`config.mk`:
```
export PLATFORM = sky130hd
export DESIGN_NAME = wheel_speed_odometer_unit
export DESIGN_NICKNAME = d
export VERILOG_FILES = /design/src/wso_pkg.sv /design/src/wso_divider.sv /design/src/wso_csr.sv /design/src/wheel_speed_odometer_unit.sv
export SDC_FILE = /design/constraint.sdc
export NUM_CORES = 2
export LEC_CHECK = 0
export BUFFER_PORTS_ARGS = -buffer_cell sky130_fd_sc_hd__buf_2
export CAP_MARGIN = 20
export CORE_UTILIZATION = 60
export CTS_CLUSTER_DIAMETER = 30
export DETAILED_ROUTE_END_ITERATION = 8
export HOLD_SLACK_MARGIN = 0.12
export MAX_ROUTING_LAYER = met4
export PLACE_DENSITY_LB_ADDON = 0.15
export SLEW_MARGIN = 30
export SYNTH_ARGS = -nofsm -noshare
export SYNTH_HDL_FRONTEND = slang
export SYNTH_SLANG_ARGS = --single-unit
```
`constraint.sdc`:
```
create_clock -name clock -period 19.3 [get_ports clock]
set_clock_uncertainty 0.2 [all_clocks]
set_input_delay 3.86 -clock clock [delete_from_list [all_inputs] [get_ports clock]]
set_output_delay 3.86 -clock clock [all_outputs]
set_load 0.05 [all_outputs]
```
`src/wso_pkg.sv`:
```
// Shared types, widths and constants for the wheel speed odometer unit.
// No dependencies; every other source file refers to this package by scoped names.
package wso_pkg;

   localparam int TURNS_PER_MEASURE = 5;
   localparam int AVG_WINDOW        = 4;

   localparam int TIME_W     = 32;
   localparam int WHEEL_W    = 12;
   localparam int RPM_W      = 10;
   localparam int TIMEOUT_W  = 16;
   localparam int STEP_W     = 24;
   localparam int DIST_W     = 40;
   localparam int SPEED_W    = 22;
   localparam int PERIOD_W   = 25;
   localparam int DIV_W      = 16;
   localparam int TURN_CNT_W = $clog2(TURNS_PER_MEASURE + 1);
   localparam int HIST_IDX_W = $clog2(AVG_WINDOW);
   localparam int SUM_W      = SPEED_W + $clog2(AVG_WINDOW);

   localparam int CSR_ADDR_W    = 6;
   localparam int CSR_DATA_W    = 64;
   localparam int CSR_INDEX_LSB = 3;
   localparam int CSR_INDEX_W   = CSR_ADDR_W - CSR_INDEX_LSB;

   localparam logic [DIV_W-1:0]   RPM_NUMERATOR = 16'd60000;
   localparam logic [DIV_W-1:0]   AVG_MAX       = {DIV_W{1'b1}};
   localparam logic [DIST_W-1:0]  DIST_MAX      = {DIST_W{1'b1}};

   localparam logic [WHEEL_W-1:0]   WHEEL_LENGTH_RESET = 12'd2100;
   localparam logic [RPM_W-1:0]     RPM_LIMIT_RESET    = 10'd600;
   localparam logic [TIMEOUT_W-1:0] IDLE_TIMEOUT_RESET = 16'd4000;
   localparam logic [STEP_W-1:0]    SAVE_STEP_RESET    = 24'd1000000;
   localparam logic [DIST_W-1:0]    TOTAL_START_RESET  = 40'd0;

   typedef enum logic [CSR_INDEX_W-1:0] {
      CSR_WHEEL_LENGTH = 3'd0,
      CSR_RPM_LIMIT    = 3'd1,
      CSR_IDLE_TIMEOUT = 3'd2,
      CSR_SAVE_STEP    = 3'd3,
      CSR_TOTAL_START  = 3'd4
   } csr_index_type;

   typedef struct packed {
      logic [TIME_W-1:0] now_ms;
      logic              sensor_level;
   } req_payload_type;

   typedef struct packed {
      logic [RPM_W-1:0]   turn_rate;
      logic [SPEED_W-1:0] speed_now;
      logic [SPEED_W-1:0] speed_peak;
      logic [SPEED_W-1:0] speed_mean;
      logic [DIST_W-1:0]  trip_mm;
      logic [DIST_W-1:0]  odometer_mm;
      logic               save_pulse;
      logic               went_idle;
   } rsp_payload_type;

   typedef struct packed {
      logic [WHEEL_W-1:0]   wheel_length_mm;
      logic [RPM_W-1:0]     rpm_limit;
      logic [TIMEOUT_W-1:0] idle_timeout_ms;
      logic [STEP_W-1:0]    save_step_mm;
      logic [DIST_W-1:0]    total_start_mm;
      logic                 total_load;
   } cfg_type;

   typedef enum logic [3:0] {
      ST_WAIT,
      ST_TURN,
      ST_SAVE,
      ST_MEASURE,
      ST_DIVIDE,
      ST_SCALE,
      ST_PEAK,
      ST_SUM,
      ST_BLEND,
      ST_CHECK,
      ST_DONE
   } state_type;

endpackage

```
`src/wso_divider.sv`:
```
// Restoring radix-2 divider, one quotient bit per cycle, for the rpm measurement.
// Depends on wso_pkg for the operand width.
module wso_divider (
   input  logic                      clock,
   input  logic                      reset,
   input  logic                      start,
   input  logic [wso_pkg::DIV_W-1:0] dividend,
   input  logic [wso_pkg::DIV_W-1:0] divisor,
   output logic                      done,
   output logic [wso_pkg::DIV_W-1:0] quotient
);

   localparam int CNT_W = $clog2(wso_pkg::DIV_W);
   localparam logic [CNT_W-1:0] LAST_STEP = CNT_W'(wso_pkg::DIV_W - 1);

   logic                      busy_ff, busy_in;
   logic                      done_ff, done_in;
   logic [CNT_W-1:0]          count_ff, count_in;
   logic [wso_pkg::DIV_W-1:0] rem_ff, rem_in;
   logic [wso_pkg::DIV_W-1:0] quo_ff, quo_in;
   logic [wso_pkg::DIV_W-1:0] divisor_ff, divisor_in;
   logic [wso_pkg::DIV_W:0]   trial;
   logic [wso_pkg::DIV_W:0]   diff;

   always_comb begin
      busy_in    = busy_ff;
      done_in    = 1'b0;
      count_in   = count_ff;
      rem_in     = rem_ff;
      quo_in     = quo_ff;
      divisor_in = divisor_ff;
      trial      = {rem_ff, quo_ff[wso_pkg::DIV_W-1]};
      diff       = trial - {1'b0, divisor_ff};
      if (start) begin
         busy_in    = 1'b1;
         count_in   = '0;
         rem_in     = '0;
         quo_in     = dividend;
         divisor_in = divisor;
      end else if (busy_ff) begin
         // keep the partial remainder when the trial subtract borrows
         if (!diff[wso_pkg::DIV_W]) begin
            rem_in = diff[wso_pkg::DIV_W-1:0];
            quo_in = {quo_ff[wso_pkg::DIV_W-2:0], 1'b1};
         end else begin
            rem_in = trial[wso_pkg::DIV_W-1:0];
            quo_in = {quo_ff[wso_pkg::DIV_W-2:0], 1'b0};
         end
         count_in = count_ff + 1'b1;
         if (count_ff == LAST_STEP) begin
            busy_in = 1'b0;
            done_in = 1'b1;
         end
      end
   end

   always_ff @(posedge clock) begin
      if (reset) begin
         busy_ff  <= 1'b0;
         done_ff  <= 1'b0;
         count_ff <= '0;
      end else begin
         busy_ff  <= busy_in;
         done_ff  <= done_in;
         count_ff <= count_in;
      end
      rem_ff     <= rem_in;
      quo_ff     <= quo_in;
      divisor_ff <= divisor_in;
   end

   assign done     = done_ff;
   assign quotient = quo_ff;

endmodule

```
`src/wso_csr.sv`:
```
// APB-style configuration registers of the wheel speed odometer unit.
// Depends on wso_pkg for register codes, reset values and the cfg_type struct.
module wso_csr (
   input  logic                           clock,
   input  logic                           reset,
   input  logic                           psel,
   input  logic                           penable,
   input  logic                           pwrite,
   input  logic [wso_pkg::CSR_ADDR_W-1:0] paddr,
   input  logic [wso_pkg::CSR_DATA_W-1:0] pwdata,
   output logic [wso_pkg::CSR_DATA_W-1:0] prdata,
   output logic                           pready,
   output wso_pkg::cfg_type               cfg
);

   logic [wso_pkg::WHEEL_W-1:0]   wheel_ff, wheel_in;
   logic [wso_pkg::RPM_W-1:0]     limit_ff, limit_in;
   logic [wso_pkg::TIMEOUT_W-1:0] timeout_ff, timeout_in;
   logic [wso_pkg::STEP_W-1:0]    step_ff, step_in;
   logic [wso_pkg::DIST_W-1:0]    start_ff, start_in;
   logic                          write_en;
   logic                          total_load;
   wso_pkg::csr_index_type        index;

   assign index    = wso_pkg::csr_index_type'(paddr[wso_pkg::CSR_ADDR_W-1:wso_pkg::CSR_INDEX_LSB]);
   assign write_en = psel && penable && pwrite;

   always_comb begin
      wheel_in   = wheel_ff;
      limit_in   = limit_ff;
      timeout_in = timeout_ff;
      step_in    = step_ff;
      start_in   = start_ff;
      total_load = 1'b0;
      prdata     = '0;
      case (index)
         wso_pkg::CSR_WHEEL_LENGTH: begin
            prdata = wso_pkg::CSR_DATA_W'(wheel_ff);
            if (write_en) wheel_in = pwdata[wso_pkg::WHEEL_W-1:0];
         end
         wso_pkg::CSR_RPM_LIMIT: begin
            prdata = wso_pkg::CSR_DATA_W'(limit_ff);
            if (write_en) limit_in = pwdata[wso_pkg::RPM_W-1:0];
         end
         wso_pkg::CSR_IDLE_TIMEOUT: begin
            prdata = wso_pkg::CSR_DATA_W'(timeout_ff);
            if (write_en) timeout_in = pwdata[wso_pkg::TIMEOUT_W-1:0];
         end
         wso_pkg::CSR_SAVE_STEP: begin
            prdata = wso_pkg::CSR_DATA_W'(step_ff);
            if (write_en) step_in = pwdata[wso_pkg::STEP_W-1:0];
         end
         wso_pkg::CSR_TOTAL_START: begin
            prdata = wso_pkg::CSR_DATA_W'(start_ff);
            if (write_en) begin
               start_in   = pwdata[wso_pkg::DIST_W-1:0];
               total_load = 1'b1;
            end
         end
         default: begin
            prdata = '0;
         end
      endcase
   end

   always_ff @(posedge clock) begin
      if (reset) begin
         wheel_ff   <= wso_pkg::WHEEL_LENGTH_RESET;
         limit_ff   <= wso_pkg::RPM_LIMIT_RESET;
         timeout_ff <= wso_pkg::IDLE_TIMEOUT_RESET;
         step_ff    <= wso_pkg::SAVE_STEP_RESET;
         start_ff   <= wso_pkg::TOTAL_START_RESET;
      end else begin
         wheel_ff   <= wheel_in;
         limit_ff   <= limit_in;
         timeout_ff <= timeout_in;
         step_ff    <= step_in;
         start_ff   <= start_in;
      end
   end

   assign pready = 1'b1;

   always_comb begin
      cfg.wheel_length_mm = wheel_ff;
      cfg.rpm_limit       = limit_ff;
      cfg.idle_timeout_ms = timeout_ff;
      cfg.save_step_mm    = step_ff;
      cfg.total_start_mm  = pwdata[wso_pkg::DIST_W-1:0];
      cfg.total_load      = total_load;
   end

endmodule

```
`src/wheel_speed_odometer_unit.sv`:
```
// Top level of the wheel speed odometer unit: sequencer, state and result register.
// Depends on wso_pkg, wso_divider and wso_csr.
//
// Usage:
//   req channel: one beat per hall sensor sample (millisecond timestamp and level).
//   rsp channel: exactly one beat per sample with rpm, speed (mm/min), peak and
//   mean speed, trip and total distance, a save pulse and an idle flag.
//   Configuration: APB-style writes at 8*index, only while no sample is in work.
//   Writing the total start register also loads the running total.
// Sequence:
//   A sample without a turn passes the turn, check and done steps; a turn
//   without a measurement also passes the save step. Every fifth turn runs the
//   16-step restoring divider (60000 / average turn time) plus scaling, peak and
//   averaging steps. The sequencer holds one sample at a time and stalls the req
//   channel until that sample's result is out, so no new sample enters meanwhile.
//   A finished result sits in the output register while the next sample is
//   accepted; if the receiver stalls, the sequencer holds in its last step
//   until the pending beat is taken.
// Reset: synchronous, active high. Clears all counters, speed, distance and
//   flags, restores register defaults; the speed history needs no clearing.
module wheel_speed_odometer_unit (
   input  logic                           clock,
   input  logic                           reset,
   input  logic                           req_valid,
   output logic                           req_stall,
   input  wso_pkg::req_payload_type       req_data,
   output logic                           rsp_valid,
   input  logic                           rsp_stall,
   output wso_pkg::rsp_payload_type       rsp_data,
   input  logic                           psel,
   input  logic                           penable,
   input  logic                           pwrite,
   input  logic [wso_pkg::CSR_ADDR_W-1:0] paddr,
   input  logic [wso_pkg::CSR_DATA_W-1:0] pwdata,
   output logic [wso_pkg::CSR_DATA_W-1:0] prdata,
   output logic                           pready
);

   localparam logic [wso_pkg::TURN_CNT_W-1:0] TURN_LAST =
      wso_pkg::TURN_CNT_W'(wso_pkg::TURNS_PER_MEASURE);
   localparam logic [wso_pkg::HIST_IDX_W-1:0] HIST_LAST =
      wso_pkg::HIST_IDX_W'(wso_pkg::AVG_WINDOW - 1);
   localparam logic [wso_pkg::TIME_W-1:0] TURN_GAPS =
      wso_pkg::TIME_W'(wso_pkg::TURNS_PER_MEASURE - 1);
   localparam logic [wso_pkg::SUM_W-1:0] AVG_DEPTH =
      wso_pkg::SUM_W'(wso_pkg::AVG_WINDOW);

   wso_pkg::cfg_type cfg;

   wso_pkg::state_type state_ff, state_in;

   logic [wso_pkg::TIME_W-1:0]     now_ff, now_in;
   logic                           level_ff, level_in;
   logic                           armed_ff, armed_in;
   logic [wso_pkg::TIME_W-1:0]     last_turn_ff, last_turn_in;
   logic [wso_pkg::TIME_W-1:0]     wstart_ff, wstart_in;
   logic                           wvalid_ff, wvalid_in;
   logic [wso_pkg::TURN_CNT_W-1:0] count_ff, count_in;
   logic                           measure_ff, measure_in;
   logic [wso_pkg::RPM_W-1:0]      rpm_ff, rpm_in;
   logic [wso_pkg::SPEED_W-1:0]    speed_ff, speed_in;
   logic [wso_pkg::SPEED_W-1:0]    peak_ff, peak_in;
   logic [wso_pkg::SPEED_W-1:0]    mean_ff, mean_in;
   logic [wso_pkg::SPEED_W-1:0]    hist_ff [wso_pkg::AVG_WINDOW];
   logic                           hist_we;
   logic [wso_pkg::HIST_IDX_W-1:0] idx_ff, idx_in;
   logic [wso_pkg::SUM_W-1:0]      sum_ff, sum_in;
   logic [wso_pkg::DIST_W-1:0]     trip_ff, trip_in;
   logic [wso_pkg::PERIOD_W-1:0]   period_ff, period_in;
   logic [wso_pkg::DIST_W-1:0]     total_ff, total_in;
   logic                           save_ff, save_in;
   logic                           idled_ff, idled_in;
   logic                           rsp_valid_ff, rsp_valid_in;
   wso_pkg::rsp_payload_type       rsp_data_ff, rsp_data_in;

   logic                           div_start;
   logic [wso_pkg::DIV_W-1:0]      div_divisor;
   logic                           div_done;
   logic [wso_pkg::DIV_W-1:0]      div_quotient;

   logic [wso_pkg::TURN_CNT_W-1:0] count_next;
   logic [wso_pkg::DIST_W:0]       trip_sum;
   logic [wso_pkg::DIST_W:0]       total_sum;
   logic [wso_pkg::TIME_W-1:0]     interval;
   logic [wso_pkg::TIME_W-1:0]     gap;
   logic [wso_pkg::DIV_W-1:0]      avg_gap;
   logic [wso_pkg::SUM_W-1:0]      window_avg;
   logic [wso_pkg::SPEED_W:0]      blend_sum;
   logic [wso_pkg::TIME_W-1:0]     since_turn;

   wso_csr u_csr (
      .clock   (clock),
      .reset   (reset),
      .psel    (psel),
      .penable (penable),
      .pwrite  (pwrite),
      .paddr   (paddr),
      .pwdata  (pwdata),
      .prdata  (prdata),
      .pready  (pready),
      .cfg     (cfg)
   );

   wso_divider u_divider (
      .clock    (clock),
      .reset    (reset),
      .start    (div_start),
      .dividend (wso_pkg::RPM_NUMERATOR),
      .divisor  (div_divisor),
      .done     (div_done),
      .quotient (div_quotient)
   );

   // Datapath values that feed the sequencer steps.
   always_comb begin
      count_next = count_ff + 1'b1;
      trip_sum   = {1'b0, trip_ff} + (wso_pkg::DIST_W + 1)'(cfg.wheel_length_mm);
      total_sum  = {1'b0, total_ff} + (wso_pkg::DIST_W + 1)'(period_ff);
      interval   = now_ff - wstart_ff;
      gap        = interval / TURN_GAPS;
      avg_gap    = (gap > wso_pkg::TIME_W'(wso_pkg::AVG_MAX)) ?
                   wso_pkg::AVG_MAX : gap[wso_pkg::DIV_W-1:0];
      window_avg = sum_ff / AVG_DEPTH;
      blend_sum  = {1'b0, mean_ff} + window_avg[wso_pkg::SPEED_W:0];
      since_turn = now_ff - last_turn_ff;
   end

   always_comb begin
      state_in     = state_ff;
      now_in       = now_ff;
      level_in     = level_ff;
      armed_in     = armed_ff;
      last_turn_in = last_turn_ff;
      wstart_in    = wstart_ff;
      wvalid_in    = wvalid_ff;
      count_in     = count_ff;
      measure_in   = measure_ff;
      rpm_in       = rpm_ff;
      speed_in     = speed_ff;
      peak_in      = peak_ff;
      mean_in      = mean_ff;
      idx_in       = idx_ff;
      sum_in       = sum_ff;
      trip_in      = trip_ff;
      period_in    = period_ff;
      total_in     = total_ff;
      save_in      = save_ff;
      idled_in     = idled_ff;
      rsp_valid_in = rsp_valid_ff && rsp_stall;
      rsp_data_in  = rsp_data_ff;
      hist_we      = 1'b0;
      div_start    = 1'b0;
      div_divisor  = avg_gap;
      req_stall    = (state_ff != wso_pkg::ST_WAIT);

      case (state_ff)
         wso_pkg::ST_WAIT: begin
            if (req_valid) begin
               now_in     = req_data.now_ms;
               level_in   = req_data.sensor_level;
               save_in    = 1'b0;
               idled_in   = 1'b0;
               measure_in = 1'b0;
               state_in   = wso_pkg::ST_TURN;
            end
         end
         wso_pkg::ST_TURN: begin
            if (!level_ff) begin
               armed_in = 1'b1;
               state_in = wso_pkg::ST_CHECK;
            end else if (armed_ff) begin
               armed_in     = 1'b0;
               last_turn_in = now_ff;
               if (!wvalid_ff) begin
                  wstart_in = now_ff;
                  wvalid_in = 1'b1;
               end
               if (count_next >= TURN_LAST) begin
                  measure_in = 1'b1;
                  count_in   = '0;
                  wvalid_in  = 1'b0;
               end else begin
                  count_in = count_next;
               end
               trip_in   = trip_sum[wso_pkg::DIST_W] ? wso_pkg::DIST_MAX :
                           trip_sum[wso_pkg::DIST_W-1:0];
               period_in = period_ff + wso_pkg::PERIOD_W'(cfg.wheel_length_mm);
               state_in  = wso_pkg::ST_SAVE;
            end else begin
               state_in = wso_pkg::ST_CHECK;
            end
         end
         wso_pkg::ST_SAVE: begin
            // fold the period distance into the total once it reaches the step
            if (period_ff >= wso_pkg::PERIOD_W'(cfg.save_step_mm)) begin
               total_in  = total_sum[wso_pkg::DIST_W] ? wso_pkg::DIST_MAX :
                           total_sum[wso_pkg::DIST_W-1:0];
               period_in = '0;
               save_in   = 1'b1;
            end
            state_in = measure_ff ? wso_pkg::ST_MEASURE : wso_pkg::ST_CHECK;
         end
         wso_pkg::ST_MEASURE: begin
            // a zero average interval is dropped rather than divided by
            if (avg_gap == '0) begin
               state_in = wso_pkg::ST_CHECK;
            end else begin
               div_start = 1'b1;
               state_in  = wso_pkg::ST_DIVIDE;
            end
         end
         wso_pkg::ST_DIVIDE: begin
            if (div_done) state_in = wso_pkg::ST_SCALE;
         end
         wso_pkg::ST_SCALE: begin
            if (div_quotient < wso_pkg::DIV_W'(cfg.rpm_limit)) begin
               rpm_in   = div_quotient[wso_pkg::RPM_W-1:0];
               speed_in = wso_pkg::SPEED_W'(div_quotient[wso_pkg::RPM_W-1:0]) *
                          wso_pkg::SPEED_W'(cfg.wheel_length_mm);
               state_in = wso_pkg::ST_PEAK;
            end else begin
               state_in = wso_pkg::ST_CHECK;
            end
         end
         wso_pkg::ST_PEAK: begin
            if (speed_ff >= peak_ff) peak_in = speed_ff;
            state_in = wso_pkg::ST_CHECK;
            if (speed_ff != '0) begin
               hist_we = 1'b1;
               if (idx_ff == HIST_LAST) begin
                  idx_in   = '0;
                  state_in = wso_pkg::ST_SUM;
               end else begin
                  idx_in = idx_ff + 1'b1;
               end
            end
         end
         wso_pkg::ST_SUM: begin
            sum_in = '0;
            for (int i = 0; i < wso_pkg::AVG_WINDOW; i++) begin
               sum_in = sum_in + wso_pkg::SUM_W'(hist_ff[i]);
            end
            state_in = wso_pkg::ST_BLEND;
         end
         wso_pkg::ST_BLEND: begin
            if (mean_ff == '0) begin
               mean_in = window_avg[wso_pkg::SPEED_W-1:0];
            end else begin
               mean_in = blend_sum[wso_pkg::SPEED_W:1];
            end
            state_in = wso_pkg::ST_CHECK;
         end
         wso_pkg::ST_CHECK: begin
            if (speed_ff != '0 &&
                since_turn >= wso_pkg::TIME_W'(cfg.idle_timeout_ms)) begin
               speed_in  = '0;
               rpm_in    = '0;
               count_in  = '0;
               wvalid_in = 1'b0;
               idled_in  = 1'b1;
            end
            state_in = wso_pkg::ST_DONE;
         end
         wso_pkg::ST_DONE: begin
            // hold here until the previous beat has left the output register
            if (!rsp_valid_ff || !rsp_stall) begin
               rsp_data_in.turn_rate   = rpm_ff;
               rsp_data_in.speed_now   = speed_ff;
               rsp_data_in.speed_peak  = peak_ff;
               rsp_data_in.speed_mean  = mean_ff;
               rsp_data_in.trip_mm     = trip_ff;
               rsp_data_in.odometer_mm = total_ff;
               rsp_data_in.save_pulse  = save_ff;
               rsp_data_in.went_idle   = idled_ff;
               rsp_valid_in            = 1'b1;
               state_in                = wso_pkg::ST_WAIT;
            end
         end
         default: begin
            state_in = wso_pkg::ST_WAIT;
         end
      endcase

      if (cfg.total_load) total_in = cfg.total_start_mm;
   end

   always_ff @(posedge clock) begin
      if (reset) begin
         state_ff     <= wso_pkg::ST_WAIT;
         armed_ff     <= 1'b0;
         last_turn_ff <= '0;
         wstart_ff    <= '0;
         wvalid_ff    <= 1'b0;
         count_ff     <= '0;
         measure_ff   <= 1'b0;
         rpm_ff       <= '0;
         speed_ff     <= '0;
         peak_ff      <= '0;
         mean_ff      <= '0;
         idx_ff       <= '0;
         trip_ff      <= '0;
         period_ff    <= '0;
         total_ff     <= wso_pkg::TOTAL_START_RESET;
         save_ff      <= 1'b0;
         idled_ff     <= 1'b0;
         rsp_valid_ff <= 1'b0;
      end else begin
         state_ff     <= state_in;
         armed_ff     <= armed_in;
         last_turn_ff <= last_turn_in;
         wstart_ff    <= wstart_in;
         wvalid_ff    <= wvalid_in;
         count_ff     <= count_in;
         measure_ff   <= measure_in;
         rpm_ff       <= rpm_in;
         speed_ff     <= speed_in;
         peak_ff      <= peak_in;
         mean_ff      <= mean_in;
         idx_ff       <= idx_in;
         trip_ff      <= trip_in;
         period_ff    <= period_in;
         total_ff     <= total_in;
         save_ff      <= save_in;
         idled_ff     <= idled_in;
         rsp_valid_ff <= rsp_valid_in;
      end
      now_ff      <= now_in;
      level_ff    <= level_in;
      sum_ff      <= sum_in;
      rsp_data_ff <= rsp_data_in;
   end

   // speed history: written only by the peak step, read by the sum step
   always_ff @(posedge clock) begin
      if (hist_we) hist_ff[idx_ff] <= speed_ff;
   end

   assign rsp_valid = rsp_valid_ff;
   assign rsp_data  = rsp_data_ff;

   a_accept_starts_turn: assert property (@(posedge clock) disable iff (reset)
      (req_valid && !req_stall) |=> (state_ff == wso_pkg::ST_TURN))
      else $error("accepted sample did not start the turn step");

   a_speed_has_rpm: assert property (@(posedge clock) disable iff (reset)
      (speed_ff != '0) |-> (rpm_ff != '0))
      else $error("nonzero speed without a nonzero rpm");

   a_peak_covers_speed: assert property (@(posedge clock) disable iff (reset)
      (state_ff == wso_pkg::ST_WAIT) |-> (peak_ff >= speed_ff))
      else $error("peak speed below current speed between samples");

   a_result_from_done: assert property (@(posedge clock) disable iff (reset)
      $rose(rsp_valid_ff) |-> ($past(state_ff) == wso_pkg::ST_DONE))
      else $error("result beat raised outside the done step");

endmodule

```
==> flow_summary.yaml <==
drt:
  firstDrtPassIters: 5
  vias: 33600
  wl_um: 108000
  wire_per_inst_um: 19.0
  routed_via_density: 5.89
  drc: 0
  detail-route-antenna-nets: 0
  first_iter_violations: 2659
placement:
  dpl.hpwl_um: 75100
  io_buffers: 282
  gp_congestion: 0.931
cells_and_area:
  drive_above_1_share: 0.144
  area_delta_synth_final_pct: 18.1
  layout_common_cells: "nand2_1, a21oi_1, dfxtp_1, inv_1, edfxtp_1"
  final_common_cell: "nand2_1"
  finish.utilization: 0.719
  nNetsFinal: 5181
critical_path:
  r2r_end: "speed_ff[7]"
  critPathCaptureType: "output port"
  cp-startpoint: "paddr[4]"
  r2r-start: "now_ff[0]"
  r2r_cells: 22
  path_class: "input port to output port"
  r2r_slack_ns: 12.76
  required_ns: 15.24
  worst_setup_path_start_kind: "input port"
  worstSetupEndpoint: "prdata[11]"
  crit_arrival_ns: 6.20
  cp_max_fo: 32
power:
  pwr_density_cell_nw_per_um2: 112
  power.total_mw: 5.54
  vdd_ir_drop_max_mv: 0.0839
  static-leakage-power_nw: 19.9
hold_path:
  hold_class: "flop to flop"
grt:
  grt.met1_usage: 0.413
  met3_usage: 0.0480
  overflow: 0
  antenna_found_initial: 3
  grt_max_degree: 187
  grt_pass1_wl_um: 173000
  met2_usage: 0.498
  grt_usage: 0.316
  first_global_vias: 32600
  grt.busiest_layer: "met2"
logic_synthesis:
  synthTopCellsByArea: "edfxtp_1, dfxtp_1, ha_1"
  ys_ff_latch: 717
  ys.warnings.count: 0
  synth-edff-count: 317
  async_flop_share: 0
  syn_area_per_cell_um2: 9.61
  syn-instance-count: 4361
  synth_ff_type: "dfxtp_1"
  synth_seq_area_share: 0.418
  synth_top_area_share: 0.227
  syn_area_um2: 41900
  synth_largest_area_cell: "edfxtp_1"
  yosysUniqueCellTypes: 108
timing:
  worstMarginPinSlew_ns: 0.991
  final.setup.tns_ns: 0
  finalCriticalPeriod_ns: 10.26
  fin_crit_sh: 0.532
  rsz0062_at_grt: "false"
  setup_viol: 0
  fmax_mhz: 97.5
  hold_viol_final: 0
  slew_headroom: 0.338
  drv_slew: 0
cts:
  cts.sinks: 717
  tritoncts: "built"
  cts_hold_buf: 0
  htreeDepth: 4
  root_buffer: "clkbuf_16"
  clk_latency_ns: 0.74
  postCtsSetupRepairBufs: 0
  cts_buffer_depth: 3
  cts_resized: 0
  clk_pin_slew_ns: 0.04
  numCtsBuffers: 151
job:
  cap_violations: 0
floorplanning:
  std_cell_rows: 96
  ios: 335
  start_util: 0.609
  design.die.area_um2: 70900
  die_y_um: 266
  die_x_um: 266
  core_um2: 68800
status:
  run_status: "completed"
-- worst max-delay path, stage by stage --
cell and delay, ns:
buf_2 0.36, nor2b_1 0.71, nor2b_2 0.27, buf_4 0.36, nand2_1 0.10, o21ai_0 0.18, buf_2 0.34
-- routing by layer --
metal  vias up  routed length, um
li1      16100                  -
met1     16200              47300
met2      1062              51100
met3       203               6790
met4         0               3030
met5         -                  0
-- flip-flops by register name, summed over array words and instances (netlist names), 22 cells and up --
name and flops:
sum_ff 22, peak_ff 22, hist_ff 88, period_ff 25
last_turn_ff 32, total_ff 40, now_ff 32, u_csr.step_ff 24
speed_ff 22, trip_ff 40, u_csr.start_ff 40, wstart_ff 32
rsp_data 158, mean_ff 22
-- final cells by class --
cell class                 instances  area (um2)
tap                              931        1160
fill                            5140       19400
clock buffer                     179        4000
clock inverter                   102        1470
multi-input combinational       3104       22300
timing repair buffer             317        1700
sequential                       717       17500
inverter                         349        1310
antenna                            2        5.00
-- cell usage after synthesis, drive strengths merged, types with 9 or more instances --
| master | count |
|---|---|
| buf | 52 |
| ha | 303 |
| o221ai | 20 |
| a21o | 72 |
| a211oi | 50 |
| nor2 | 229 |
| xnor2 | 89 |
| nor4 | 22 |
| o21a | 36 |
| a31oi | 30 |
| nor2b | 28 |
| mux2i | 100 |
| nand2b | 36 |
| and2 | 93 |
| a211o | 13 |
| a21boi | 11 |
| o31ai | 30 |
| nand3 | 92 |
| a2111oi | 23 |
| nand2 | 580 |
| edfxtp | 317 |
| o211ai | 43 |
| xor2 | 66 |
| o32ai | 18 |
| or2 | 12 |
| and3 | 49 |
| nand4 | 37 |
| o21bai | 11 |
| or3 | 29 |
| o21ai | 157 |
| nor3 | 81 |
| fa | 128 |
| inv | 349 |
| o221a | 10 |
| a221oi | 9 |
| o22ai | 23 |
| dfxtp | 400 |
| a21oi | 412 |
| clkbuf | 161 |
-- metrics by stage --
stage / setup slack (ns) / std cells / cell area, um2 / hold WS (ns)
after floorplan: 7.09 / 4384 / 42000 / 0.208
after global placement: 9.18 / 5416 / 43900 / 0.212
final: 9.04 / 5701 / 49500 / 0.224
after CTS: 9.10 / 5699 / 49400 / 0.223
after detailed placement: 9.11 / 5418 / 44000 / 0.220
after global routing: 8.90 / 5701 / 49500 / 0.238
-- report_power, final --
group          internal (mW)  total, mW  switching (mW)
Combinational          0.429       1.05           0.618
Sequential              1.65       1.75          0.0951
Clock                   1.84       2.75           0.908
Total                   3.92       5.54            1.62
-- worst min-delay path by stage --
stage              start       endpoint  depth (start not counted)
3_5_place_dp   rpm_ff[2]  rsp_data[150]                          0
5_1_grt        rpm_ff[9]  rsp_data[157]                          0
2_1_floorplan  rpm_ff[0]  rsp_data[148]                          0
3_3_place_gp   rpm_ff[5]  rsp_data[153]                          0
6_report       rpm_ff[5]  rsp_data[153]                          0
4_1_cts        rpm_ff[9]  rsp_data[157]                          0
-- kinds of logic (layout without fill, tap and decap cells) --
logic type                 after synthesis  in the layout  share of synthesized area
xor gates and xnor gates               155            155                     0.0324
buffers and inverters                  563            947                     0.0549
adders and majority gates              431            431                      0.152
other                                    2             27                   0.000179
and+or+nand+nor                       1334           1334                      0.149
muxes                                  101            101                     0.0242
AOI/OAI and AO/OA                     1058           1058                      0.169
DFF                                    717            717                      0.418
No activity file was read; power rests on OpenSTA's default activity.
